File: src/design/assert_macros.svh
// assertion macros shared by the rtl files
// needs clk and rst_n in the scope of each use
`ifndef ASSERT_MACROS_SVH
`define ASSERT_MACROS_SVH

`ifndef SYNTH
`define JSU_ASSERT(lbl, prop) \
  lbl: assert property (@(posedge clk) disable iff (!rst_n) prop) \
    else $error("jsu assertion failed");
`define JSU_NEVER(lbl, expr) \
  lbl: assert property (@(posedge clk) disable iff (!rst_n) !(expr)) \
    else $error("jsu forbidden condition seen");
`else
`define JSU_ASSERT(lbl, prop)
`define JSU_NEVER(lbl, expr)
`endif

`endif

File: src/design/jsu_pkg.sv
// types, constants and helpers for the json string unescape block
// no dependencies
`timescale 1ns / 1ps

package jsu_pkg;

  localparam int COUNT_BITS = 12;
  localparam int CFG_W      = 12;
  localparam int SUM_W      = ((COUNT_BITS > CFG_W) ? COUNT_BITS : CFG_W) + 1;
  localparam logic [COUNT_BITS-1:0] CNT_MAX = '1;
  localparam logic [CFG_W-1:0] MAX_BYTES_RST = '1;

  localparam int ADDR_W = 3;
  localparam logic REG_MAX_VALUE_BYTES = 1'b0;

  // status codes
  localparam logic [2:0] ST_OK        = 3'd0;
  localparam logic [2:0] ST_UNTERM    = 3'd1;
  localparam logic [2:0] ST_TRAIL_ESC = 3'd2;
  localparam logic [2:0] ST_BAD_ESC   = 3'd3;
  localparam logic [2:0] ST_CTRL      = 3'd4;
  localparam logic [2:0] ST_BAD_HEX   = 3'd5;
  localparam logic [2:0] ST_OVERFLOW  = 3'd6;

  // characters
  localparam logic [7:0] CH_QUOTE  = 8'h22;
  localparam logic [7:0] CH_BSLASH = 8'h5C;
  localparam logic [7:0] CH_SLASH  = 8'h2F;
  localparam logic [7:0] CH_B      = 8'h62;
  localparam logic [7:0] CH_F      = 8'h66;
  localparam logic [7:0] CH_N      = 8'h6E;
  localparam logic [7:0] CH_R      = 8'h72;
  localparam logic [7:0] CH_T      = 8'h74;
  localparam logic [7:0] CH_U      = 8'h75;
  localparam logic [7:0] CH_BS     = 8'h08;
  localparam logic [7:0] CH_FF     = 8'h0C;
  localparam logic [7:0] CH_LF     = 8'h0A;
  localparam logic [7:0] CH_CR     = 8'h0D;
  localparam logic [7:0] CH_TAB    = 8'h09;
  localparam logic [7:0] CTRL_LIMIT = 8'h20;

  // utf-8 framing
  localparam logic [7:0] UTF8_CONT  = 8'h80;
  localparam logic [7:0] UTF8_LEAD2 = 8'hC0;
  localparam logic [7:0] UTF8_LEAD3 = 8'hE0;

  typedef enum logic [6:0] {
    MODE_IDLE = 7'b0000001,
    MODE_TEXT = 7'b0000010,
    MODE_ESC  = 7'b0000100,
    MODE_HEX0 = 7'b0001000,
    MODE_HEX1 = 7'b0010000,
    MODE_HEX2 = 7'b0100000,
    MODE_HEX3 = 7'b1000000
  } mode_t;

  typedef struct packed {
    logic [7:0] out_byte;
    logic       byte_valid;
    logic       value_done;
    logic [2:0] status;
    logic       last;
  } res_t;

  typedef struct packed {
    res_t [2:0] res;
    logic [1:0] n;
  } dec_out_t;

  // returns {valid, value}
  function automatic logic [4:0] hex_digit(input logic [7:0] c);
    logic [7:0] d;
    logic       ok;
    d  = 8'h00;
    ok = 1'b0;
    case (c) inside
      [8'h30:8'h39]: begin
        d  = c - 8'h30;
        ok = 1'b1;
      end
      [8'h61:8'h66]: begin
        d  = c - 8'h57;
        ok = 1'b1;
      end
      [8'h41:8'h46]: begin
        d  = c - 8'h37;
        ok = 1'b1;
      end
      default: begin
        ok = 1'b0;
      end
    endcase
    return {ok, d[3:0]};
  endfunction

endpackage

File: src/design/jsu_decoder.sv
// per-byte decoder: mode, hex and byte count state, up to three results per item
// depends on jsu_pkg and assert_macros.svh
`timescale 1ns / 1ps
`include "assert_macros.svh"

module jsu_decoder (
  input  logic                          clk,
  input  logic                          rst_n,
  input  logic                          acc,
  input  logic [7:0]                    data_byte,
  input  logic                          value_start,
  input  logic                          text_end,
  input  logic [jsu_pkg::CFG_W-1:0]     max_value_bytes,
  output jsu_pkg::dec_out_t             dec
);

  jsu_pkg::mode_t                    mode_r, mode_nxt, mode_e;
  logic [11:0]                       hex_r, hex_nxt, hex_e;
  logic [jsu_pkg::COUNT_BITS-1:0]    bw_r, bw_nxt, bw_e;

  logic                              fin;
  logic [2:0]                        fin_st;
  logic [1:0]                        ecnt;
  logic [7:0]                        eb0, eb1, eb2;
  logic [4:0]                        hx;
  logic [15:0]                       code;
  logic [jsu_pkg::SUM_W-1:0]         sum, limit, lim_cfg, lim_cnt;

  assign hx   = jsu_pkg::hex_digit(data_byte);
  assign code = {hex_e, hx[3:0]};

  always_comb begin
    mode_e = value_start ? jsu_pkg::MODE_TEXT : mode_r;
    hex_e  = value_start ? 12'd0 : hex_r;
    bw_e   = value_start ? '0 : bw_r;

    mode_nxt = mode_e;
    hex_nxt  = hex_e;
    bw_nxt   = bw_e;
    fin      = 1'b0;
    fin_st   = jsu_pkg::ST_OK;
    ecnt     = 2'd0;
    eb0      = 8'h00;
    eb1      = 8'h00;
    eb2      = 8'h00;

    if (mode_e != jsu_pkg::MODE_IDLE && text_end) begin
      fin = 1'b1;
      case (mode_e)
        jsu_pkg::MODE_TEXT: fin_st = jsu_pkg::ST_UNTERM;
        jsu_pkg::MODE_ESC:  fin_st = jsu_pkg::ST_TRAIL_ESC;
        default:            fin_st = jsu_pkg::ST_BAD_HEX;
      endcase
    end else begin
      case (mode_e)
        jsu_pkg::MODE_IDLE: begin
          fin = 1'b0;
        end
        jsu_pkg::MODE_TEXT: begin
          if (data_byte == jsu_pkg::CH_QUOTE) begin
            fin    = 1'b1;
            fin_st = jsu_pkg::ST_OK;
          end else if (data_byte == jsu_pkg::CH_BSLASH) begin
            mode_nxt = jsu_pkg::MODE_ESC;
          end else if (data_byte < jsu_pkg::CTRL_LIMIT) begin
            fin    = 1'b1;
            fin_st = jsu_pkg::ST_CTRL;
          end else begin
            ecnt = 2'd1;
            eb0  = data_byte;
          end
        end
        jsu_pkg::MODE_ESC: begin
          mode_nxt = jsu_pkg::MODE_TEXT;
          ecnt     = 2'd1;
          case (data_byte)
            jsu_pkg::CH_QUOTE:  eb0 = jsu_pkg::CH_QUOTE;
            jsu_pkg::CH_BSLASH: eb0 = jsu_pkg::CH_BSLASH;
            jsu_pkg::CH_SLASH:  eb0 = jsu_pkg::CH_SLASH;
            jsu_pkg::CH_B:      eb0 = jsu_pkg::CH_BS;
            jsu_pkg::CH_F:      eb0 = jsu_pkg::CH_FF;
            jsu_pkg::CH_N:      eb0 = jsu_pkg::CH_LF;
            jsu_pkg::CH_R:      eb0 = jsu_pkg::CH_CR;
            jsu_pkg::CH_T:      eb0 = jsu_pkg::CH_TAB;
            jsu_pkg::CH_U: begin
              ecnt     = 2'd0;
              mode_nxt = jsu_pkg::MODE_HEX0;
              hex_nxt  = 12'd0;
            end
            default: begin
              ecnt   = 2'd0;
              fin    = 1'b1;
              fin_st = jsu_pkg::ST_BAD_ESC;
            end
          endcase
        end
        default: begin
          if (!hx[4]) begin
            fin    = 1'b1;
            fin_st = jsu_pkg::ST_BAD_HEX;
          end else if (mode_e == jsu_pkg::MODE_HEX3) begin
            hex_nxt  = 12'd0;
            mode_nxt = jsu_pkg::MODE_TEXT;
            if (code < 16'h0080) begin
              ecnt = 2'd1;
              eb0  = code[7:0];
            end else if (code < 16'h0800) begin
              ecnt = 2'd2;
              eb0  = jsu_pkg::UTF8_LEAD2 | {3'b000, code[10:6]};
              eb1  = jsu_pkg::UTF8_CONT | {2'b00, code[5:0]};
            end else begin
              ecnt = 2'd3;
              eb0  = jsu_pkg::UTF8_LEAD3 | {4'b0000, code[15:12]};
              eb1  = jsu_pkg::UTF8_CONT | {2'b00, code[11:6]};
              eb2  = jsu_pkg::UTF8_CONT | {2'b00, code[5:0]};
            end
          end else begin
            hex_nxt = {hex_e[7:0], hx[3:0]};
            case (mode_e)
              jsu_pkg::MODE_HEX0: mode_nxt = jsu_pkg::MODE_HEX1;
              jsu_pkg::MODE_HEX1: mode_nxt = jsu_pkg::MODE_HEX2;
              default:            mode_nxt = jsu_pkg::MODE_HEX3;
            endcase
          end
        end
      endcase
    end

    // byte limit check
    sum     = jsu_pkg::SUM_W'(bw_e) + jsu_pkg::SUM_W'(ecnt);
    lim_cfg = jsu_pkg::SUM_W'(max_value_bytes);
    lim_cnt = jsu_pkg::SUM_W'(jsu_pkg::CNT_MAX);
    limit   = (lim_cfg < lim_cnt) ? lim_cfg : lim_cnt;
    if (ecnt != 2'd0 && sum > limit) begin
      fin    = 1'b1;
      fin_st = jsu_pkg::ST_OVERFLOW;
    end

    dec = '0;
    if (fin) begin
      mode_nxt               = jsu_pkg::MODE_IDLE;
      hex_nxt                = 12'd0;
      dec.n                  = 2'd1;
      dec.res[0].value_done  = 1'b1;
      dec.res[0].status      = fin_st;
    end else begin
      dec.n = ecnt;
      if (ecnt != 2'd0) begin
        bw_nxt = sum[jsu_pkg::COUNT_BITS-1:0];
      end
      dec.res[0].out_byte   = eb0;
      dec.res[0].byte_valid = 1'b1;
      dec.res[1].out_byte   = eb1;
      dec.res[1].byte_valid = 1'b1;
      dec.res[2].out_byte   = eb2;
      dec.res[2].byte_valid = 1'b1;
    end
    for (int k = 0; k < 3; k++) begin
      dec.res[k].last = (dec.n == 2'(k + 1));
    end
  end

  always_ff @(posedge clk) begin
    if (!rst_n) begin
      mode_r <= jsu_pkg::MODE_IDLE;
      hex_r  <= 12'd0;
      bw_r   <= '0;
    end else if (acc) begin
      mode_r <= mode_nxt;
      hex_r  <= hex_nxt;
      bw_r   <= bw_nxt;
    end
  end

  `JSU_ASSERT(a_fin_idle, acc && dec.n != 2'd0 && dec.res[0].value_done |=> mode_r == jsu_pkg::MODE_IDLE)
  `JSU_ASSERT(a_multi_no_done, acc && dec.n > 2'd1 |-> !dec.res[0].value_done)
  `JSU_ASSERT(a_count_grows, acc && !value_start |=> bw_r >= $past(bw_r))

endmodule

File: src/design/json_string_unescape_utf8_top.sv
// Decodes the body of a JSON string value one raw byte per transaction and
// returns decoded bytes and a finishing status. An input transaction is taken in
// every cycle when it yields at most one result and out_tready stays high; an
// escape that decodes to two or three UTF-8 bytes holds the input while the
// three-entry result buffer drains. A new byte is taken in the cycle the last
// buffered result leaves. The byte limit register answers at addresses 0 to 3
// of the APB-style port, as only the top address bit is decoded.
// depends on jsu_pkg, jsu_decoder and assert_macros.svh
`timescale 1ns / 1ps
`include "assert_macros.svh"

module json_string_unescape_utf8_top (
  input  logic                        clk,
  input  logic                        rst_n,
  // input stream
  input  logic                        in_tvalid,
  output logic                        in_tready,
  input  logic [7:0]                  in_tdata,   // data_byte
  input  logic [0:0]                  in_tuser,   // value_start
  input  logic                        in_tlast,   // text_end
  // result stream
  output logic                        out_tvalid,
  input  logic                        out_tready,
  output logic [7:0]                  out_tdata,  // out_byte
  output logic [4:0]                  out_tuser,  // status[2:0], value_done, byte_valid
  output logic                        out_tlast,  // last_of_run
  // configuration
  input  logic                        cfg_psel,
  input  logic                        cfg_penable,
  input  logic                        cfg_pwrite,
  input  logic [jsu_pkg::ADDR_W-1:0]  cfg_paddr,
  input  logic [31:0]                 cfg_pwdata,
  output logic [31:0]                 cfg_prdata,
  output logic                        cfg_pready
);

  logic [jsu_pkg::CFG_W-1:0]  max_bytes_r;
  jsu_pkg::dec_out_t          dec;
  jsu_pkg::res_t [2:0]        buf_r, buf_nxt;
  logic [1:0]                 cnt_r, cnt_nxt;
  logic                       acc, pop, reg_hit;

  // config port
  assign cfg_pready = 1'b1;
  assign reg_hit    = (cfg_paddr[jsu_pkg::ADDR_W-1] == jsu_pkg::REG_MAX_VALUE_BYTES);
  assign cfg_prdata = reg_hit ? {{(32 - jsu_pkg::CFG_W){1'b0}}, max_bytes_r} : 32'd0;

  always_ff @(posedge clk) begin
    if (!rst_n) begin
      max_bytes_r <= jsu_pkg::MAX_BYTES_RST;
    end else if (cfg_psel && cfg_penable && cfg_pwrite && cfg_pready && reg_hit) begin
      max_bytes_r <= cfg_pwdata[jsu_pkg::CFG_W-1:0];
    end
  end

  // handshakes
  assign pop       = out_tvalid && out_tready;
  assign in_tready = (cnt_r == 2'd0) || (cnt_r == 2'd1 && out_tready);
  assign acc       = in_tvalid && in_tready;

  jsu_decoder u_dec (
    .clk             (clk),
    .rst_n           (rst_n),
    .acc             (acc),
    .data_byte       (in_tdata),
    .value_start     (in_tuser[0]),
    .text_end        (in_tlast),
    .max_value_bytes (max_bytes_r),
    .dec             (dec)
  );

  // result buffer, head at entry 0
  always_comb begin
    buf_nxt = buf_r;
    cnt_nxt = cnt_r;
    if (acc) begin
      buf_nxt = dec.res;
      cnt_nxt = dec.n;
    end else if (pop) begin
      buf_nxt[0] = buf_r[1];
      buf_nxt[1] = buf_r[2];
      cnt_nxt    = cnt_r - 2'd1;
    end
  end

  always_ff @(posedge clk) begin
    if (!rst_n) begin
      cnt_r <= 2'd0;
    end else begin
      cnt_r <= cnt_nxt;
    end
  end

  always_ff @(posedge clk) begin
    buf_r <= buf_nxt;
  end

  assign out_tvalid = (cnt_r != 2'd0);
  assign out_tdata  = buf_r[0].out_byte;
  assign out_tuser  = {buf_r[0].status, buf_r[0].value_done, buf_r[0].byte_valid};
  assign out_tlast  = buf_r[0].last;

  `JSU_ASSERT(a_done_is_last, out_tvalid && buf_r[0].value_done |-> out_tlast && cnt_r == 2'd1)
  `JSU_NEVER(a_byte_and_done, out_tvalid && buf_r[0].byte_valid && buf_r[0].value_done)
  `JSU_ASSERT(a_last_matches_cnt, out_tvalid |-> (out_tlast == (cnt_r == 2'd1)))

endmodule
File: config.mk
export PLATFORM = sky130hd
export DESIGN_NAME = json_string_unescape_utf8_top
export DESIGN_NICKNAME = d
export VERILOG_FILES = /design/src/design/jsu_pkg.sv /design/src/design/jsu_decoder.sv /design/src/design/json_string_unescape_utf8_top.sv
export VERILOG_INCLUDE_DIRS = /design/src /design/src/design
export SDC_FILE = /design/constraint.sdc
export NUM_CORES = 1
export LEC_CHECK = 0
export BUFFER_PORTS_ARGS = -buffer_cell sky130_fd_sc_hd__buf_4
export CAP_MARGIN = 20
export CORE_ASPECT_RATIO = 1.5
export CORE_MARGIN = 4
export CORE_UTILIZATION = 51
export DETAILED_ROUTE_END_ITERATION = 8
export GPL_TIMING_DRIVEN = 0
export PLACE_DENSITY = 0.77
export REMOVE_ABC_BUFFERS = 1
export SYNTH_ARGS = -nofsm -noshare
export SYNTH_HDL_FRONTEND = slang
export SYNTH_SLANG_ARGS = --single-unit
File: constraint.sdc
create_clock -name clk -period 5.2 [get_ports clk]
set_input_delay 0 -clock clk [delete_from_list [all_inputs] [get_ports clk]]
set_output_delay 0 -clock clk [all_outputs]
set_load 0.005 [all_outputs]
# Word-level counts from Yosys, hierarchy flattened
# Cells that the tools add are included.
dict set report totals {
  output_inout_bits 49
  reg_bits 79
}
dict set report classes {
  n_eq_ne 20
  muxes 81
  n_reduce_logical 22
  n_bitwise 3
  order_cmp 11
  add_sub_neg 5
}
# op count
set ops {}
lappend ops {{$mux 12} 11}
lappend ops {{$mux 8} 13}
lappend ops {{$eq 8x7->1 const B} 7}
lappend ops {{$mux 28} 2}
lappend ops {{$pmux 7 s8} 1}
lappend ops {{$mux 7} 7}
lappend ops {{$pmux 12 s2} 1}
lappend ops {{$pmux 8 s3} 1}
lappend ops {{$pmux 7 s3} 1}
lappend ops {{$mux 2} 10}
lappend ops {{$mux 4} 5}
lappend ops {{$mux 3} 6}
lappend ops {{$mux 9} 2}
lappend ops {{$reduce_or 9->1} 2}
lappend ops {{$eq 8x6->1 const B} 2}
lappend ops {{$ge 8x7->1 const B} 2}
lappend ops {{$le 8x7->1 const B} 2}
lappend ops {{$lt 16x12->1 const B} 1}
lappend ops {{$lt 16x8->1 const B} 1}
lappend ops {{$reduce_or 8->1} 2}
lappend ops {{$mux 1} 14}
lappend ops {{$pmux 7 s2} 1}
lappend ops {{$add 12x2->13} 1}
lappend ops {{$gt 13x13->1} 1}
lappend ops {{other kinds (28)} 46}

# Depth between registers and ports, before layout
# Gate-level depths: netlist of run 1.
dict set report depth {
  ltp_word 19
  depth_mapped 26
}

# Cells and area by module
# A second synthesis of run 1 with hierarchy kept.
dict set report hier_totals {
  cells_unflattened 692
  hier_area_um2 6117.1
}
# module area_per_inst_um2 cells_each instances
set by_module_without_submodules {}
lappend by_module_without_submodules {jsu_decoder 3472.1 496 1}
lappend by_module_without_submodules {json_string_unescape_utf8_top 2645.0 196 1}

# Worst setup path before layout of run 1
# Ideal clock, no wire load.
dict set report synth_path {
  path_kind {register -> register}
  startpoint {register u_dec.mode_r[6]}
  endpoint {register buf_r (netlist bit out_tlast) (data pin)}
  path_slack_ns -0.091
  t_required_ns 4.944
  path_stages_with_launch 24
  path_buffers 2
  arrival_ns 5.035
  cell_sequence {dfxtp_1 > nor4_4 > a31oi_4 > nor4_2 > nand3_2 > o311a_1 > inv_1 > ha_1 > a21oi_1 > nor4_1 > nor2b_1 > nand3_1 > xor2_1 > nor2_1 > ha_1 > nand3_1 > or4_1 > o21ai_0 > a22o_1 > buf_2 > a41o_4 > nand2_8 > buf_8 > o22a_1}
}
# element line
set synth_lines {}
lappend synth_lines {{start: declaration} jsu_decoder.sv:17} ;# jsu_pkg::mode_t mode_r, mode_nxt, mode_e;
lappend synth_lines {{start signal: assignment} jsu_decoder.sv:165} ;# mode_r <= jsu_pkg::MODE_IDLE;
lappend synth_lines {{start signal: assignment} jsu_decoder.sv:169} ;# mode_r <= mode_nxt;
lappend synth_lines {{end signal: assignment} json_string_unescape_utf8_top.sv:95} ;# buf_r <= buf_nxt;
lappend synth_lines {{end: declaration} json_string_unescape_utf8_top.sv:39} ;# jsu_pkg::res_t [2:0] buf_r, buf_nxt;

==> results of run 1 <==
how the worst max path moves through the flow:
stage / slack, ps / from / end / cells after the start
detailed placement: -1200 / u_dec.mode_r[6]$_SDFFE_PN0P_ / buf_r[21]$_DFFE_PP_ / 21
global placement: -1050 / u_dec.mode_r[1]$_SDFFE_PN0P_ / out_tuser[3]$_SDFFCE_PN0P_ / 20
finish: 110 / u_dec.hex_r[4]$_SDFFE_PN0P_ / buf_r[22]$_DFFE_PP_ / 23
global route: -80 / u_dec.mode_r[1]$_SDFFE_PN0P_ / buf_r[22]$_DFFE_PP_ / 23
floorplan: -50 / u_dec.mode_r[6]$_SDFFE_PN0P_ / buf_r[21]$_DFFE_PP_ / 21
CTS: 4 / u_dec.mode_r[3]$_SDFFE_PN0P_ / u_dec.bw_r[11]$_SDFFE_PN0P_ / 21
cells in the mapped netlist (all sizes together) (17+ instances only):
library cell	number
edfxtp	32
o211ai	17
a21oi	25
nand3	21
nand2	88
inv	37
ha	20
clkbuf	22
o21ai	41
dfxtp	45
nor2	51
buf	41
registers in the layout (all words and copies together), names as in the netlist:
signal	flops
buf_r	18
cnt_r	2
max_bytes_r	12
out_tdata	8
out_tlast	1
out_tuser	5
u_dec.bw_r	12
u_dec.hex_r	12
u_dec.mode_r	7
routing by layer:
metal,up-vias,track usage
met2,237,0.4404
met1,2391,0.2457
met3,57,0.04380
li1,2379,-
met4,0,0.1107
met5,-,0
placed cells by master (no fill, tap or decap), types with 17 or more instances in the layout:
cell type,synthesis,final
nand2_1,87,84
buf_4,34,82
nor2_1,51,48
dfxtp_1,45,42
o21ai_0,41,40
inv_1,35,35
edfxtp_1,32,32
a21oi_1,23,23
conb_1,2,21
nand3_1,20,20
o211ai_1,17,17
ha_1,20,17
kinds of logic (layout without fill, tap and decap cells):
kind of cell,Yosys count,after routing,share of synthesized area
AOI/OAI and AO/OA,165,165,0.2259
xor gates and xnor gates,10,10,0.01649
adders and majority gates,21,21,0.05088
buffers and inverters,101,150,0.09894
DFF,77,77,0.3505
muxes,7,7,0.01343
other,2,21,0.001414
and+or+nand+nor,249,249,0.2424
what timing repair did:
action / in CTS / in global routing
setup buffers: 7 / 18
pin swaps: 8 / 12
endpoints found under the hold margin: 12 / 0
setup endpoints to repair: 61 / 60
resized for setup: 18 / 23
hold buffers: 13 / 0
where the power goes:
group | internal [W] | leakage, nW | total, W | switching [W]
Combinational | 0.000214 | 1.75 | 0.000534 | 0.000320
Sequential | 0.000746 | 0.688 | 0.000777 | 0.0000311
Clock | 0.000319 | 0.128 | 0.000571 | 0.000251
Total | 0.00128 | 2.57 | 0.00188 | 0.000603
critical path, stage by stage (launching register included):
cell	delay [ps]
dfxtp_1	350
or3_1	460
nor2_4	210
o31ai_2	90
or3_1	330
o311a_4	160
inv_1	100
ha_2	210
fa_2	270
nand4_1	150
buf_4	180
nor2_4	100
buf_4	130
buf_4	100
mux2i_1	70
ha_1	320
nand4_1	160
or4_4	520
o21ai_2	80
a22o_2	200
a41o_4	190
nand4_1	180
buf_4	230
o21ai_0	150
layout make-up:
type	instances	area, µm²
Fill cell	832	3761
Clock buffer	9	225.2
Tap cell	117	146.4
Timing Repair Buffer	96	773.2
Multi-Input combinational cell	473	3177
Sequential cell	77	1866
Inverter	38	145.1
Clock inverter	7	41.29
through the flow:
step	setup WS [ps]	power, W
CTS	3.944	0.001851
global route	-80.12	0.001961
finish	109.1	0.001882
detailed placement	-1199	0.001279
floorplan	-54.76	0.001064
global placement	-1053	0.001252
==> results.toml, run 1 <==
[clock_network]
clock-sinks = 77
clk_pin_slew_worst_paths_ps = 60
clock_latency_ps = 340
htree_levels = 3
numCtsBuffers = 9
max-clock-path-buffers = 2
cts_tree = "built"
root_buffer = "clkbuf_16"

[sta]
skew_ps = 7.950
finalSetupViolations = 0
worstMarginPinSlew_ps = 896.9
period_needed_ps = 5091
drv_slew = 0
setup_tns_ps = 0
hold_viol = 0
hold_slack_ps = 4.281
fmaxAchievable_mhz = 196.4
slew_headroom = 0.3983
finalCritPeriodShare = 0.9790

[synthesis]
ys_warn_count = 0
synth_seq_area_share = 0.3505
synth_top_area_frac = 0.1809
synth_top_area_cell = "edfxtp_1"
syn_area_per_cell_um2 = 8.404
yosys.cell_types.count = 80
netlist_top_cells_area = "edfxtp_1 (18%), dfxtp_1 (17%), nand2_1 (6.1%), buf_4 (4.8%), ha_1 (4.7%)"
synth-edff-count = 32
syn-cell-area_um2 = 5311
ys.flop_type = "dfxtp_1"
ys_seq_elements = 77
syn-instance-count = 632
async_reset_ff_frac = 0

[global_routing]
grt_pass1_vias = 4876
gr-total-overflow = 0
grt_max_degree = 33
grt_first_pass_wirelength_um = 23340
antenna_found_initial = 0
grtUsageTotal = 0.2339

[die]
core_um2 = 10130
die_h_um = 133.0
die_area_um2 = 12140
ios = 101
initial_utilization = 0.5241
die_x_um = 91.33
rows = 45

[hold_path]
holdCritPathClass = "in -> reg"
worstHoldPathCells = 2
worstHoldStart = "rst_n"
min_to = "max_bytes_r[1]$_SDFFE_PN1P_"

[place]
dp_hpwl_um = 10360
numPortBuffers = 57
gp_congestion = 0.9226
dpl_cell_area_um2 = 5607
placedCellCount = 763

[final_layout]
postLayoutCoreUtil = 0.6289
nNetsFinal = 768
final_cells = 817
area_growth_pct = 20.00
diodes = 0
drive_above_1_share = 0.2257
fin_area_um2 = 6374

[route]
wl_per_cell_um = 17.69
wl_met3_um = 904
via_count = 5064
viasPerCell = 6.198
highest_layer = "met4"
met2WireLength_um = 7724
routedLengthMet1_um = 5296
wirelength_um = 14460
drc = 0
first_iter_violations = 433
firstDrtPassIters = 7
antenna_left = 0

[critical_path]
rr_endpoint = "buf_r[22]$_DFFE_PP_"
r2r_setup_slack_ps = 110
cp-end-kind = "flip-flop"
r2r_cells = 23
path_class = "reg -> reg"
cp.arrival_ps = 5280
critPathMaxFanout = 8
required_ps = 5390
r2r-start = "u_dec.hex_r[4]$_SDFFE_PN0P_"
cp-start-kind = "flip-flop"

[power_and_ir_drop]
power.density_nw_per_um2 = 295.3
leakagePower_nw = 2.570
peakVddDrop_mv = 0.2085

[job]
drv_cap = 0

[run_status]
status = "completed"
Power figures use the tool's default switching activity.
==> run 2: changes to the inputs <==
- CORE_ASPECT_RATIO: 1.5 -> not set
- CORE_UTILIZATION: 51 -> 55
- MAX_ROUTING_LAYER: not set -> met4
- PLACE_DENSITY: 0.77 -> 0.79
- clock period: 5.2 -> 5.4 ns (I/O delays scaled with it)
==> results.toml, run 2 (synthesized netlist as in run 1, its figures left out) <==
[global_routing]
grt_max_degree = 45
grt_first_pass_wirelength_um = 23890
antenna_found_initial = 0
gr-total-overflow = 0
grt_pass1_vias = 4822
grtUsageTotal = 0.2688

[power_and_ir_drop]
pwr-share-seq = 0.438
p_sw_frac = 0.3505
pwr-share-clk = 0.251
peakVddDrop_mv = 0.1804
p_int_w = 0.001108
power.density_nw_per_um2 = 268.8
p_comb_frac = 0.310
p_switching_w = 0.0005980
leakagePower_nw = 2.513

[final_layout]
largest_reg_flops = 18
final_cell_mix = "nand2_1 (84), buf_4 (74), nor2_1 (48)"
largest_register = "buf_r"
fin_area_um2 = 6349
fill_cells = 765
register_area_um2 = 1862
drive_above_1_share = 0.2091
diodes = 0
final_cells = 832
final_common_cell = "nand2_1"
multiInputGateArea_um2 = 3168
area_growth_pct = 19.53
nNetsFinal = 771

[critical_path]
critPathLaunch = "u_dec.mode_r[6]$_SDFFE_PN0P_"
required_ps = 5570
path_class = "reg -> reg"
r2r_setup_slack_ps = 160
cp.arrival_ps = 5410
cp-start-kind = "flip-flop"
r2r-start = "u_dec.mode_r[6]$_SDFFE_PN0P_"
critPathMaxFanout = 7
cp-end-kind = "flip-flop"

[sta]
hold_slack_ps = 7.299
worst_slack_ps = 161.2
fmaxAchievable_mhz = 190.9
worstMarginPinSlew_ps = 915.7
slew_headroom = 0.3857
drv_slew = 0
period_needed_ps = 5239
finalCritPeriodShare = 0.9701
setup_tns_ps = 0
finalSetupViolations = 0
hold_viol = 0
skew_ps = 13.85

[route]
firstDrtPassIters = 5
drc = 0
antenna_left = 0
first_iter_violations = 426
wl_per_cell_um = 17.83
via_count = 5068
wirelength_um = 14840
viasPerCell = 6.091

[die]
core_um2 = 9328
die_h_um = 106.3
die_area_um2 = 11290
ios = 101
initial_utilization = 0.5694
rows = 35
die_x_um = 106.3

[clock_network]
clock-sinks = 77
clk_pin_slew_worst_paths_ps = 100
numCtsBuffers = 9
cts_tree = "built"
max-clock-path-buffers = 2
htree_levels = 3
root_buffer = "clkbuf_8"
clock_latency_ps = 360

[place]
gp_congestion = 0.9319
dp_hpwl_um = 10200
numPortBuffers = 57
dpl_cell_area_um2 = 5614
dp_slack_ps = -1170
placedCellCount = 775

[run_status]
status = "completed"

[hold_path]
holdCritPathClass = "in -> reg"
worstHoldStart = "rst_n"

[job]
drv_cap = 0
-- run 2: repair_timing --
| action | in CTS | in global routing |
|---|---|---|
| resized for setup | 17 | 20 |
| hold buffers | 23 | 0 |
| setup buffers | 4 | 14 |
| endpoints found under the setup margin | 61 | 61 |
| pin swaps | 6 | 8 |
| endpoints found under the hold margin | 12 | 0 |
-- run 2: per-stage QoR --
stage               power, W    util
floorplan           0.001024       -
CTS                 0.001668  0.6592
global placement    0.001204  0.5995
finish              0.001706  0.6806
global route        0.001791  0.6806
detailed placement  0.001226  0.6019
-- run 2: worst max-delay path, cell delays in order (launching register included) --
cell      delay [ps]
dfxtp_1          400
nor4_4           420
buf_12           160
o211ai_1         140
nand2_2          160
nand3_2          150
o311a_4          190
inv_1             90
ha_1             210
fa_2             270
nand4_1          110
buf_4            180
nor2_4           120
and3_1           190
xnor2_1          110
ha_1             340
nand4_1          130
or4_1            470
o21ai_0          150
a22o_2           250
a41o_4           200
nand4_1          120
buf_4            210
o31ai_4          260
-- run 2: power by group through the flow --
stage / Sequential [W] / Clock (W) / Combinational, W
global placement: 0.000759 / 0 / 0.000446
finish: 0.000748 / 0.000429 / 0.000530
detailed placement: 0.000760 / 0 / 0.000466
CTS: 0.000748 / 0.000431 / 0.000489
floorplan: 0.000759 / 0 / 0.000265
global route: 0.000756 / 0.000458 / 0.000576
-- run 2: final cells by class --
type,count,share of cell area
Multi-Input combinational cell,473,0.4990
Sequential cell,77,0.2933
Inverter,38,0.02286
Clock buffer,9,0.01951
Tap cell,129,0.02542
Timing Repair Buffer,99,0.1301
Clock inverter,7,0.009854
-- run 2: path summary, 6_finish.rpt --
kind,cells after the start,endpoint
max reg2reg,23,buf_r[21]$_DFFE_PP_
min,2,max_bytes_r[6]$_SDFFE_PN1P_
max,23,buf_r[21]$_DFFE_PP_
min reg2reg,1,u_dec.bw_r[0]$_SDFFE_PN0P_
-- run 2: routing by layer --
metal | up-vias | wire (µm) | global-route usage
met1 | 2405 | 6018 | 0.3379
li1 | 2380 | - | -
met4 | 0 | 350 | 0.08696
met2 | 251 | 7367 | 0.4407
met5 | - | 0 | -
met3 | 32 | 1100 | 0.04797
